$ cat src/hdl/tube_ipr_pkg.sv
`default_nettype none

package tube_ipr_pkg;

  localparam int CH1_FIFO_DEPTH_DEFAULT = 24;
  localparam int CH3_FIFO_DEPTH_DEFAULT = 2;

  localparam logic [7:0] STATUS_DATA_WAITING = 8'h80;
  localparam logic [7:0] STATUS_SPACE_FREE   = 8'h40;

  typedef enum logic [1:0] {
    OP_HOST_READ      = 2'd0,
    OP_HOST_WRITE     = 2'd1,
    OP_PARASITE_READ  = 2'd2,
    OP_PARASITE_WRITE = 2'd3
  } op_t;

  localparam logic DIR_TO_PARASITE = 1'b0;
  localparam logic DIR_TO_HOST     = 1'b1;

  localparam logic [1:0] CH_ONE   = 2'd0;
  localparam logic [1:0] CH_THREE = 2'd2;

  typedef struct packed {
    logic push;
    logic pop;
  } store_ctl_t;

  typedef struct packed {
    logic has_data;
    logic has_space;
  } store_stat_t;

endpackage

`default_nettype wire

$ cat src/hdl/tube_ipr_fifo.sv
`default_nettype none

module tube_ipr_fifo
  import tube_ipr_pkg::*;
#(
  parameter int DEPTH = CH3_FIFO_DEPTH_DEFAULT
) (
  input  wire logic        clk,
  input  wire logic        rst,
  input  wire store_ctl_t  ctl,
  input  wire logic [7:0]  wdata,
  output logic [7:0]       rdata,
  output store_stat_t      stat
);

  localparam int IDX_W = (DEPTH > 1) ? $clog2(DEPTH) : 1;
  localparam int CNT_W = $clog2(DEPTH + 1);
  localparam int SUM_W = CNT_W + 1;

  logic [7:0]       mem [DEPTH];
  logic [IDX_W-1:0] head;
  logic [IDX_W-1:0] head_next;
  logic [CNT_W-1:0] count;
  logic [SUM_W-1:0] tail_sum;
  logic [SUM_W-1:0] tail_wrap;
  logic [IDX_W-1:0] tail;

  always_comb begin
    tail_sum  = SUM_W'(head) + SUM_W'(count);
    tail_wrap = (tail_sum >= SUM_W'(DEPTH)) ? (tail_sum - SUM_W'(DEPTH)) : tail_sum;
    tail      = tail_wrap[IDX_W-1:0];
    head_next = (head == IDX_W'(DEPTH - 1)) ? '0 : (head + IDX_W'(1));
  end

  assign rdata          = mem[head];
  assign stat.has_data  = (count != '0);
  assign stat.has_space = (count < CNT_W'(DEPTH));

  always_ff @(posedge clk) begin
    if (rst) begin
      head  <= '0;
      count <= '0;
    end else if (ctl.push && stat.has_space) begin
      count <= count + CNT_W'(1);
    end else if (ctl.pop && stat.has_data) begin
      head  <= head_next;
      count <= count - CNT_W'(1);
    end
  end

  always_ff @(posedge clk) begin
    if (ctl.push && stat.has_space) begin
      mem[tail] <= wdata;
    end
  end

endmodule

`default_nettype wire

$ cat src/hdl/tube_ipr_latch.sv
`default_nettype none

module tube_ipr_latch
  import tube_ipr_pkg::*;
(
  input  wire logic        clk,
  input  wire logic        rst,
  input  wire store_ctl_t  ctl,
  input  wire logic [7:0]  wdata,
  output logic [7:0]       rdata,
  output store_stat_t      stat
);

  logic [7:0] data;
  logic       full;

  assign rdata          = data;
  assign stat.has_data  = full;
  assign stat.has_space = !full;

  always_ff @(posedge clk) begin
    if (rst) begin
      full <= 1'b0;
    end else if (ctl.push) begin
      full <= 1'b1;
    end else if (ctl.pop) begin
      full <= 1'b0;
    end
  end

  always_ff @(posedge clk) begin
    if (ctl.push) begin
      data <= wdata;
    end
  end

endmodule

`default_nettype wire

$ cat src/hdl/tube_interprocessor_registers_unit.sv
`default_nettype none
// An accepted input transaction is first registered as the access, then applied to the
// stores in the same cycle as its result is registered.
// Throughput: one access per cycle, held back only while a result waits on out_ready.
// Reset: synchronous rst empties every latch and FIFO and clears both pipeline stages;
// FIFO contents are not cleared, as the fill counts keep stale entries from being read.
module tube_interprocessor_registers_unit
  import tube_ipr_pkg::*;
#(
  parameter int CH1_FIFO_DEPTH = CH1_FIFO_DEPTH_DEFAULT,
  parameter int CH3_FIFO_DEPTH = CH3_FIFO_DEPTH_DEFAULT
) (
  input  wire logic       clk,
  input  wire logic       rst,
  input  wire logic       in_valid,
  output logic            in_ready,
  input  wire logic [1:0] operation,
  input  wire logic [2:0] register_index,
  input  wire logic [7:0] write_data,
  output logic            out_valid,
  input  wire logic       out_ready,
  output logic [7:0]      read_data,
  output logic            accepted
);

  logic        acc_valid;
  op_t         acc_op;
  logic [2:0]  acc_index;
  logic [7:0]  acc_wdata;

  logic        advance;
  logic        fire;

  store_ctl_t  st_ctl  [4][2];
  store_stat_t st_stat [4][2];
  logic [7:0]  st_byte [4][2];

  logic [1:0]  ch;
  logic        is_data;
  logic        parasite;
  logic        is_write;
  logic        dir_me;
  logic        dir_other;
  logic        other_is_fifo;
  logic [7:0]  read_data_next;
  logic        accepted_next;

  assign advance  = !out_valid || out_ready;
  assign in_ready = !acc_valid || advance;
  assign fire     = acc_valid && advance;

  always_ff @(posedge clk) begin
    if (rst) begin
      acc_valid <= 1'b0;
    end else if (in_ready) begin
      acc_valid <= in_valid;
    end
  end

  always_ff @(posedge clk) begin
    if (in_valid && in_ready) begin
      acc_op    <= op_t'(operation);
      acc_index <= register_index;
      acc_wdata <= write_data;
    end
  end

  always_comb begin
    ch            = acc_index[2:1];
    is_data       = acc_index[0];
    parasite      = (acc_op == OP_PARASITE_READ) || (acc_op == OP_PARASITE_WRITE);
    is_write      = (acc_op == OP_HOST_WRITE) || (acc_op == OP_PARASITE_WRITE);
    dir_me        = parasite ? DIR_TO_PARASITE : DIR_TO_HOST;
    dir_other     = parasite ? DIR_TO_HOST : DIR_TO_PARASITE;
    other_is_fifo = (ch == CH_THREE) || ((ch == CH_ONE) && (dir_other == DIR_TO_HOST));

    read_data_next = 8'h00;
    accepted_next  = 1'b0;
    for (int c = 0; c < 4; c++) begin
      for (int d = 0; d < 2; d++) begin
        st_ctl[c][d] = '0;
      end
    end

    if (!is_write) begin
      if (is_data) begin
        if (st_stat[ch][dir_me].has_data) begin
          read_data_next          = st_byte[ch][dir_me];
          accepted_next           = 1'b1;
          st_ctl[ch][dir_me].pop  = fire;
        end
      end else begin
        if (st_stat[ch][dir_me].has_data) begin
          read_data_next = read_data_next | STATUS_DATA_WAITING;
        end
        if (st_stat[ch][dir_other].has_space) begin
          read_data_next = read_data_next | STATUS_SPACE_FREE;
        end
        accepted_next = 1'b1;
      end
    end else if (is_data) begin
      if (st_stat[ch][dir_other].has_space || (parasite && !other_is_fifo)) begin
        accepted_next              = 1'b1;
        st_ctl[ch][dir_other].push = fire;
      end
    end
  end

  tube_ipr_latch u_ch1_to_parasite (
    .clk   (clk),
    .rst   (rst),
    .ctl   (st_ctl[0][0]),
    .wdata (acc_wdata),
    .rdata (st_byte[0][0]),
    .stat  (st_stat[0][0])
  );

  tube_ipr_fifo #(
    .DEPTH (CH1_FIFO_DEPTH)
  ) u_ch1_to_host (
    .clk   (clk),
    .rst   (rst),
    .ctl   (st_ctl[0][1]),
    .wdata (acc_wdata),
    .rdata (st_byte[0][1]),
    .stat  (st_stat[0][1])
  );

  tube_ipr_latch u_ch2_to_parasite (
    .clk   (clk),
    .rst   (rst),
    .ctl   (st_ctl[1][0]),
    .wdata (acc_wdata),
    .rdata (st_byte[1][0]),
    .stat  (st_stat[1][0])
  );

  tube_ipr_latch u_ch2_to_host (
    .clk   (clk),
    .rst   (rst),
    .ctl   (st_ctl[1][1]),
    .wdata (acc_wdata),
    .rdata (st_byte[1][1]),
    .stat  (st_stat[1][1])
  );

  tube_ipr_fifo #(
    .DEPTH (CH3_FIFO_DEPTH)
  ) u_ch3_to_parasite (
    .clk   (clk),
    .rst   (rst),
    .ctl   (st_ctl[2][0]),
    .wdata (acc_wdata),
    .rdata (st_byte[2][0]),
    .stat  (st_stat[2][0])
  );

  tube_ipr_fifo #(
    .DEPTH (CH3_FIFO_DEPTH)
  ) u_ch3_to_host (
    .clk   (clk),
    .rst   (rst),
    .ctl   (st_ctl[2][1]),
    .wdata (acc_wdata),
    .rdata (st_byte[2][1]),
    .stat  (st_stat[2][1])
  );

  tube_ipr_latch u_ch4_to_parasite (
    .clk   (clk),
    .rst   (rst),
    .ctl   (st_ctl[3][0]),
    .wdata (acc_wdata),
    .rdata (st_byte[3][0]),
    .stat  (st_stat[3][0])
  );

  tube_ipr_latch u_ch4_to_host (
    .clk   (clk),
    .rst   (rst),
    .ctl   (st_ctl[3][1]),
    .wdata (acc_wdata),
    .rdata (st_byte[3][1]),
    .stat  (st_stat[3][1])
  );

  always_ff @(posedge clk) begin
    if (rst) begin
      out_valid <= 1'b0;
    end else if (advance) begin
      out_valid <= acc_valid;
    end
  end

  always_ff @(posedge clk) begin
    if (fire) begin
      read_data <= read_data_next;
      accepted  <= accepted_next;
    end
  end

endmodule

`default_nettype wire

$ cat config.mk
export PLATFORM = sky130hd
export DESIGN_NAME = tube_interprocessor_registers_unit
export DESIGN_NICKNAME = d
export VERILOG_FILES = /design/src/hdl/tube_ipr_pkg.sv /design/src/hdl/tube_ipr_fifo.sv /design/src/hdl/tube_ipr_latch.sv /design/src/hdl/tube_interprocessor_registers_unit.sv
export SDC_FILE = /design/constraint.sdc
export NUM_CORES = 1
export LEC_CHECK = 0
export BUFFER_PORTS_ARGS = -buffer_cell sky130_fd_sc_hd__buf_2
export CORE_ASPECT_RATIO = 0.6
export CORE_MARGIN = 2
export CORE_UTILIZATION = 61
export DETAILED_ROUTE_END_ITERATION = 10
export PLACE_DENSITY_LB_ADDON = 0.05
export SYNTH_ARGS = -nofsm -noshare
export SYNTH_HDL_FRONTEND = slang
export SYNTH_SLANG_ARGS = --single-unit
$ cat constraint.sdc
create_clock -name clk -period 4.4 [get_ports clk]
set_input_delay 0 -clock clk [delete_from_list [all_inputs] [get_ports clk]]
set_output_delay 0 -clock clk [all_outputs]
set_load 0.01 [all_outputs]
# Word level (Yosys, flattened, before mapping)
# Memories as Yosys holds them, arrays and structs flattened. A register that Yosys moved wholly into a read port is not among the register bits.
# Index checks and enable logic that the tools add are counted.
[totals]
ff_bits = 85
ramBits = 224
inputBits = 17
word_cells = 181
memories = 3
[memory_table]
columns = ["name", "words", "word_bits", "rd", "rd_clocked_by_memory_dff", "write_ports", "line", "source"]
rows = [
  ["u_ch1_to_host.mem", 24, 8, 1, 1, 1, "tube_ipr_fifo.sv:20", "logic [7:0] mem [DEPTH];"],
  ["u_ch3_to_host.mem", 2, 8, 1, 1, 1, "tube_ipr_fifo.sv:20", ""],
  ["u_ch3_to_parasite.mem", 2, 8, 1, 1, 1, "tube_ipr_fifo.sv:20", ""],
]
[classes]
addsub = 15
n_lt_le_gt_ge = 12
eq_ne = 5
n_mux = 73
bitwise = 8
n_reduce_logical = 42
[op_table]
columns = ["cell", "n"]
rows = [
  ["16-bit 2-to-1 mux", 7],
  ["8-bit 2-to-1 mux", 6],
  ["1-bit 2-to-1 mux", 35],
  ["16-bit AND", 2],
  ["16-bit binary-select mux with 2-bit select", 1],
  ["5-bit 2-to-1 mux", 6],
  ["2-bit nonzero test", 10],
  ["4-bit demux with 2-bit select", 2],
  ["2-bit 2-to-1 mux", 8],
  ["4-bit 2-to-1 mux", 4],
  ["1-bit logical AND", 13],
  ["5-bit by 1-bit adder with 5-bit output, second input constant", 2],
  ["4-bit binary-select mux with 2-bit select", 1],
  ["1-bit zero test", 8],
  ["7-bit 2-to-1 mux", 1],
  ["1-bit by 2-bit adder with 3-bit output", 2],
  ["5-bit by 5-bit adder with 6-bit output", 1],
  ["2-bit == test, second input constant", 3],
  ["3-bit by 2-bit >= comparator with 1-bit output, second input constant", 2],
  ["6-bit by 5-bit >= comparator with 1-bit output, second input constant", 1],
  ["1-bit logical OR", 6],
  ["2-bit AND reduction", 3],
  ["5-bit == test, second input constant", 1],
  ["5-bit less-than comparator, second input constant", 1],
  ["18 further kinds", 29],
]

# Depth between registers and ports, before layout
[logic_depth]
word_depth = 19
ltp_mapped = 11
ltp_nobuf = 10

# Cells and area by module
# Synthesis repeated with hierarchy kept, for this count alone.
[hier_totals]
hier_cells = 756
area_unflattened_um2 = 13264.0
[by_module_without_submodules]
columns = ["mod", "instances", "cells_per_inst", "area_each_um2", "seq_area_each_um2"]
rows = [
  ["tube_ipr_fifo at u_ch1_to_host", 1, 464, 8577.0, 6065.8],
  ["tube_interprocessor_registers_unit", 1, 124, 1636.6, 700.7],
  ["tube_ipr_fifo at u_ch3_to_host ...", 2, 49, 799.5, 560.5],
  ["tube_ipr_latch", 5, 14, 290.3, 260.2],
]

# Worst setup path after synthesis
# No wires, ideal clock.
[synth_path]
kind = "register -> register"
startpoint = "reg u_ch1_to_host.head[0]"
endpoint = "mem u_ch1_to_host.mem[10][0], enable pin"
arrival_time_ns = 2.839
required_ns = 4.005
path_slack_ns = 1.167
path_stages_with_launch = 10
path_buffers = 2
period_less_slack_ns = 3.233
path_cell_list = "dfxtp_1 ha_1 fa_1 clkbuf_1 and3_1 o211ai_1 a22oi_1 o22a_1 clkbuf_1 nor4_1"
[synth_between]
elab_chain_cells = 3
elab_cells_between_ends = 4
cone_classes = "add/sub (2); order compare (1); mux (1)"
[synth_lines]
columns = ["element", "line", "source"]
rows = [
  ["start: declaration", "tube_ipr_fifo.sv:21", "logic [IDX_W-1:0] head;"],
  ["start signal: assignment", "tube_ipr_fifo.sv:46", "head <= head_next;"],
  ["5-bit by 5-bit adder with 6-bit output *", "tube_ipr_fifo.sv:29", "tail_sum = SUM_W'(head) + SUM_W'(count);"],
  ["5-bit subtractor / 6-bit by 5-bit >= comparator with 1-bit output (equally long branches)", "tube_ipr_fifo.sv:30", "tail_wrap = (tail_sum >= SUM_W'(DEPTH)) ? (tail_sum - SUM_W'(DEPTH)) : tail_sum;"],
  ["5-bit 2-to-1 mux *", "tube_ipr_fifo.sv:30", ""],
  ["end: declaration", "tube_ipr_fifo.sv:20", ""],
]
# Mark *: on every way between the ends. The rest lies on a longest branch, timed or not.

# Worst setup path in the final report
[layout_path]
startpoint = "reg u_ch1_to_host.head[0]"
endpoint = "mem u_ch1_to_host.mem[17][1], enable pin"
# The elaborated chain is that of the path after synthesis.

==> reports/qor.yml <==
clk_pin_slew_worst_paths_ns: 0.07
dieArea_sq_um: 22400
cp.arrival_ns: 3.87
worst-path-max-fanout: 12
tns_ns: 0
drive_gt1_frac: 0.212
cp-endpoint: "u_ch1_to_host.mem[17][1]"
yosysWarnings: 0
ys.flop_type: "edfxtp_1"
r2r-end: "u_ch1_to_host.mem[17][1]"
grt_pass1_vias: 6614
dp_cells: 1040
fmaxAchievable_mhz: 277
async_flop_share: 0
numCtsBuffers: 28
syn_avg_cell_area_sq_um: 17.6
grt_setup_unrepaired: "no"
viasPerCell: 6.48
grt_first_pass_wirelength_mm: 43.3
r2r-start: "u_ch1_to_host.head[0]"
syn_nets: 761
finalCriticalPeriod_ns: 3.62
ant_nets: 0
final_common_cell: "edfxtp_1"
routed_wl_mm: 29.9
syn-cell-area_sq_um: 12900
cp_data_required_time_ns: 4.65
vias: 7188
area_delta_synth_final_pct: 12.5
synth_top_area_cell: "edfxtp_1"
grt.overflow.total: 0
routedWlPerCell_um: 26.9
ir_drop_mv: 0.359
nets: 838
syn_inst: 733
yosysSeqAreaShare: 0.713
worstRegToRegCells: 9
synth_top_area_frac: 0.666
instances_no_fill: 1110
io_buffers: 27
crit_type: "flop to flop"
initial_utilization: 0.617
die_w_um: 192
htreeDepth: 1
relSlewSlack: 0.188
ys_ff_latch: 316
p_leak_nw: 4.78
grt_start_max_net_pins: 34
synth_edf_count: 286
layout_common_cells: "edfxtp_1 (286), mux4_2 (53), nor2_1 (45), buf_4 (39), mux2i_1 (35)"
ys_types: 56
layout_setup_ws_ns: 0.784
fp.dieH_um: 117
dp_hpwl_mm: 19.5
fin_skew_ns: 0.0141
place_congestion: 0.875
cap_violations: 0
tritoncts: "built"
clk_latency_ns: 0.54
drc_errors: 0
cts-root-buf: "clkbuf_16"
fin_util: 0.694
pin_count: 28
grt_usage: 0.274
cp-end-kind: "flop"
clk_path_buf_depth: 3
clkSinkCount: 316
startpoint: "u_ch1_to_host.head[0]"
ys_top_cells_by_area: "edfxtp_1 (67%), mux4_2 (9.3%), dfxtp_1 (4.7%), mux2i_1 (2.7%), nor2_1 (1.3%)"
antenna_found_initial: 0
slew_viol_final: 0
setup_viol: 0
outcome: "complete, no violations"
drt_first_pass_iters: 5
r2r_setup_slack_ns: 0.78
core_sq_um: 20900
finalHoldViolations: 0
postCtsSetupBuffers: 0
cts_resized: 0
drt-initial-drc-count: 1119
antenna-diode-count: 0
num_rows: 41
pre_cts_slack_ns: 1.01
period_share: 0.822
hold_class: "primary input to flop"
cts_hold_buf: 19
max_slew.worst_pin.slew_ns: 1.22
power.density_nw_per_um2: 395
cp-start-kind: "flop"
[registers in the layout, indices dropped and copies added, names as in the netlist, 2 cells and up, named ones only]
name,count
u_ch2_to_host.rdata,8
u_ch4_to_parasite.rdata,8
u_ch1_to_parasite.rdata,8
acc_op,2
u_ch2_to_parasite.rdata,8
u_ch1_to_host.head,5
u_ch3_to_host.mem,16
acc_wdata,8
u_ch4_to_host.rdata,8
u_ch3_to_parasite.count,2
acc_index,3
read_data,8
u_ch3_to_parasite.mem,16
u_ch1_to_host.mem,192
u_ch1_to_host.count,5
u_ch3_to_host.count,2
[synth_stat cells, types with 9 or more instances]
library cell,number
edfxtp_1,286
mux4_2,53
nor2_1,45
mux2i_1,35
dfxtp_1,30
nand2_1,29
a21oi_1,17
o21ai_0,16
inv_1,15
clkbuf_1,14
buf_2,13
mux2_2,13
nor4_1,12
nor3_1,11
xnor2_1,11
nor3b_1,10
ha_1,9
[per-layer routing]
layer | share of wire | vias to the layer above | GRT usage
met5 | 0 | - | 0
met4 | 0.018 | 0 | 0.0456
met3 | 0.12 | 55 | 0.0883
met2 | 0.41 | 420 | 0.374
met1 | 0.45 | 3626 | 0.438
li1 | - | 3087 | -
[worst min path at each step]
stage                      startpoint                endpoint  slack [ns]  cells past startpoint
floorplan                         rst  u_ch3_to_host.count[1]        0.07                      1
finish              register_index[0]            acc_index[0]        0.17                      2
CTS                 register_index[0]            acc_index[0]        0.15                      2
global placement        write_data[2]            acc_wdata[2]        0.18                      1
detailed placement      write_data[2]            acc_wdata[2]        0.18                      1
global route            write_data[0]            acc_wdata[0]        0.17                      2
[cell families after synthesis]
group                      share of synthesized area
AOI/OAI and AO/OA                             0.0415
xor gates and xnor gates                      0.0115
adders and majority gates                     0.0118
buffers and inverters                         0.0217
DFF                                            0.713
muxes                                          0.143
and+or+nand+nor                               0.0572
[per-stage QoR]
stage	hold slack (ns)	area (sq um)	total power, W
after detailed placement	0.178	13500	0.00351
after global routing	0.170	14500	0.00588
after global placement	0.176	13500	0.00350
final	0.171	14500	0.00573
after floorplan	0.0691	12900	0.00344
after CTS	0.148	14500	0.00576
[worst max-delay path: stages, from the launching register on]
cell       delay, ns
dfxtp_1         0.40
ha_1            0.23
fa_1            0.35
a21oi_1         0.14
o2111ai_1       0.16
o211ai_1        0.17
a31oi_1         0.92
nand2_1         0.36
nor3b_1         0.35
buf_4           0.23
[power by group]
| part | internal, W | leakage (nW) | switching (W) |
|---|---|---|---|
| logic | 0.0000513 | 1.53 | 0.000103 |
| registers | 0.00329 | 2.83 | 0.0000181 |
| clock network | 0.00124 | 0.417 | 0.00104 |
[layout make-up]
class / instances / area, sq um
clock buffers: 38 / 779
repair buffers: 86 / 638
multi-input cells: 363 / 3420
flip-flops and latches: 316 / 9190
clock inverters: 13 / 61.3
inverters: 15 / 56.3
well taps: 279 / 349
fillers: 1308 / 6380
Note: power is estimated with default switching activity, not from simulation.
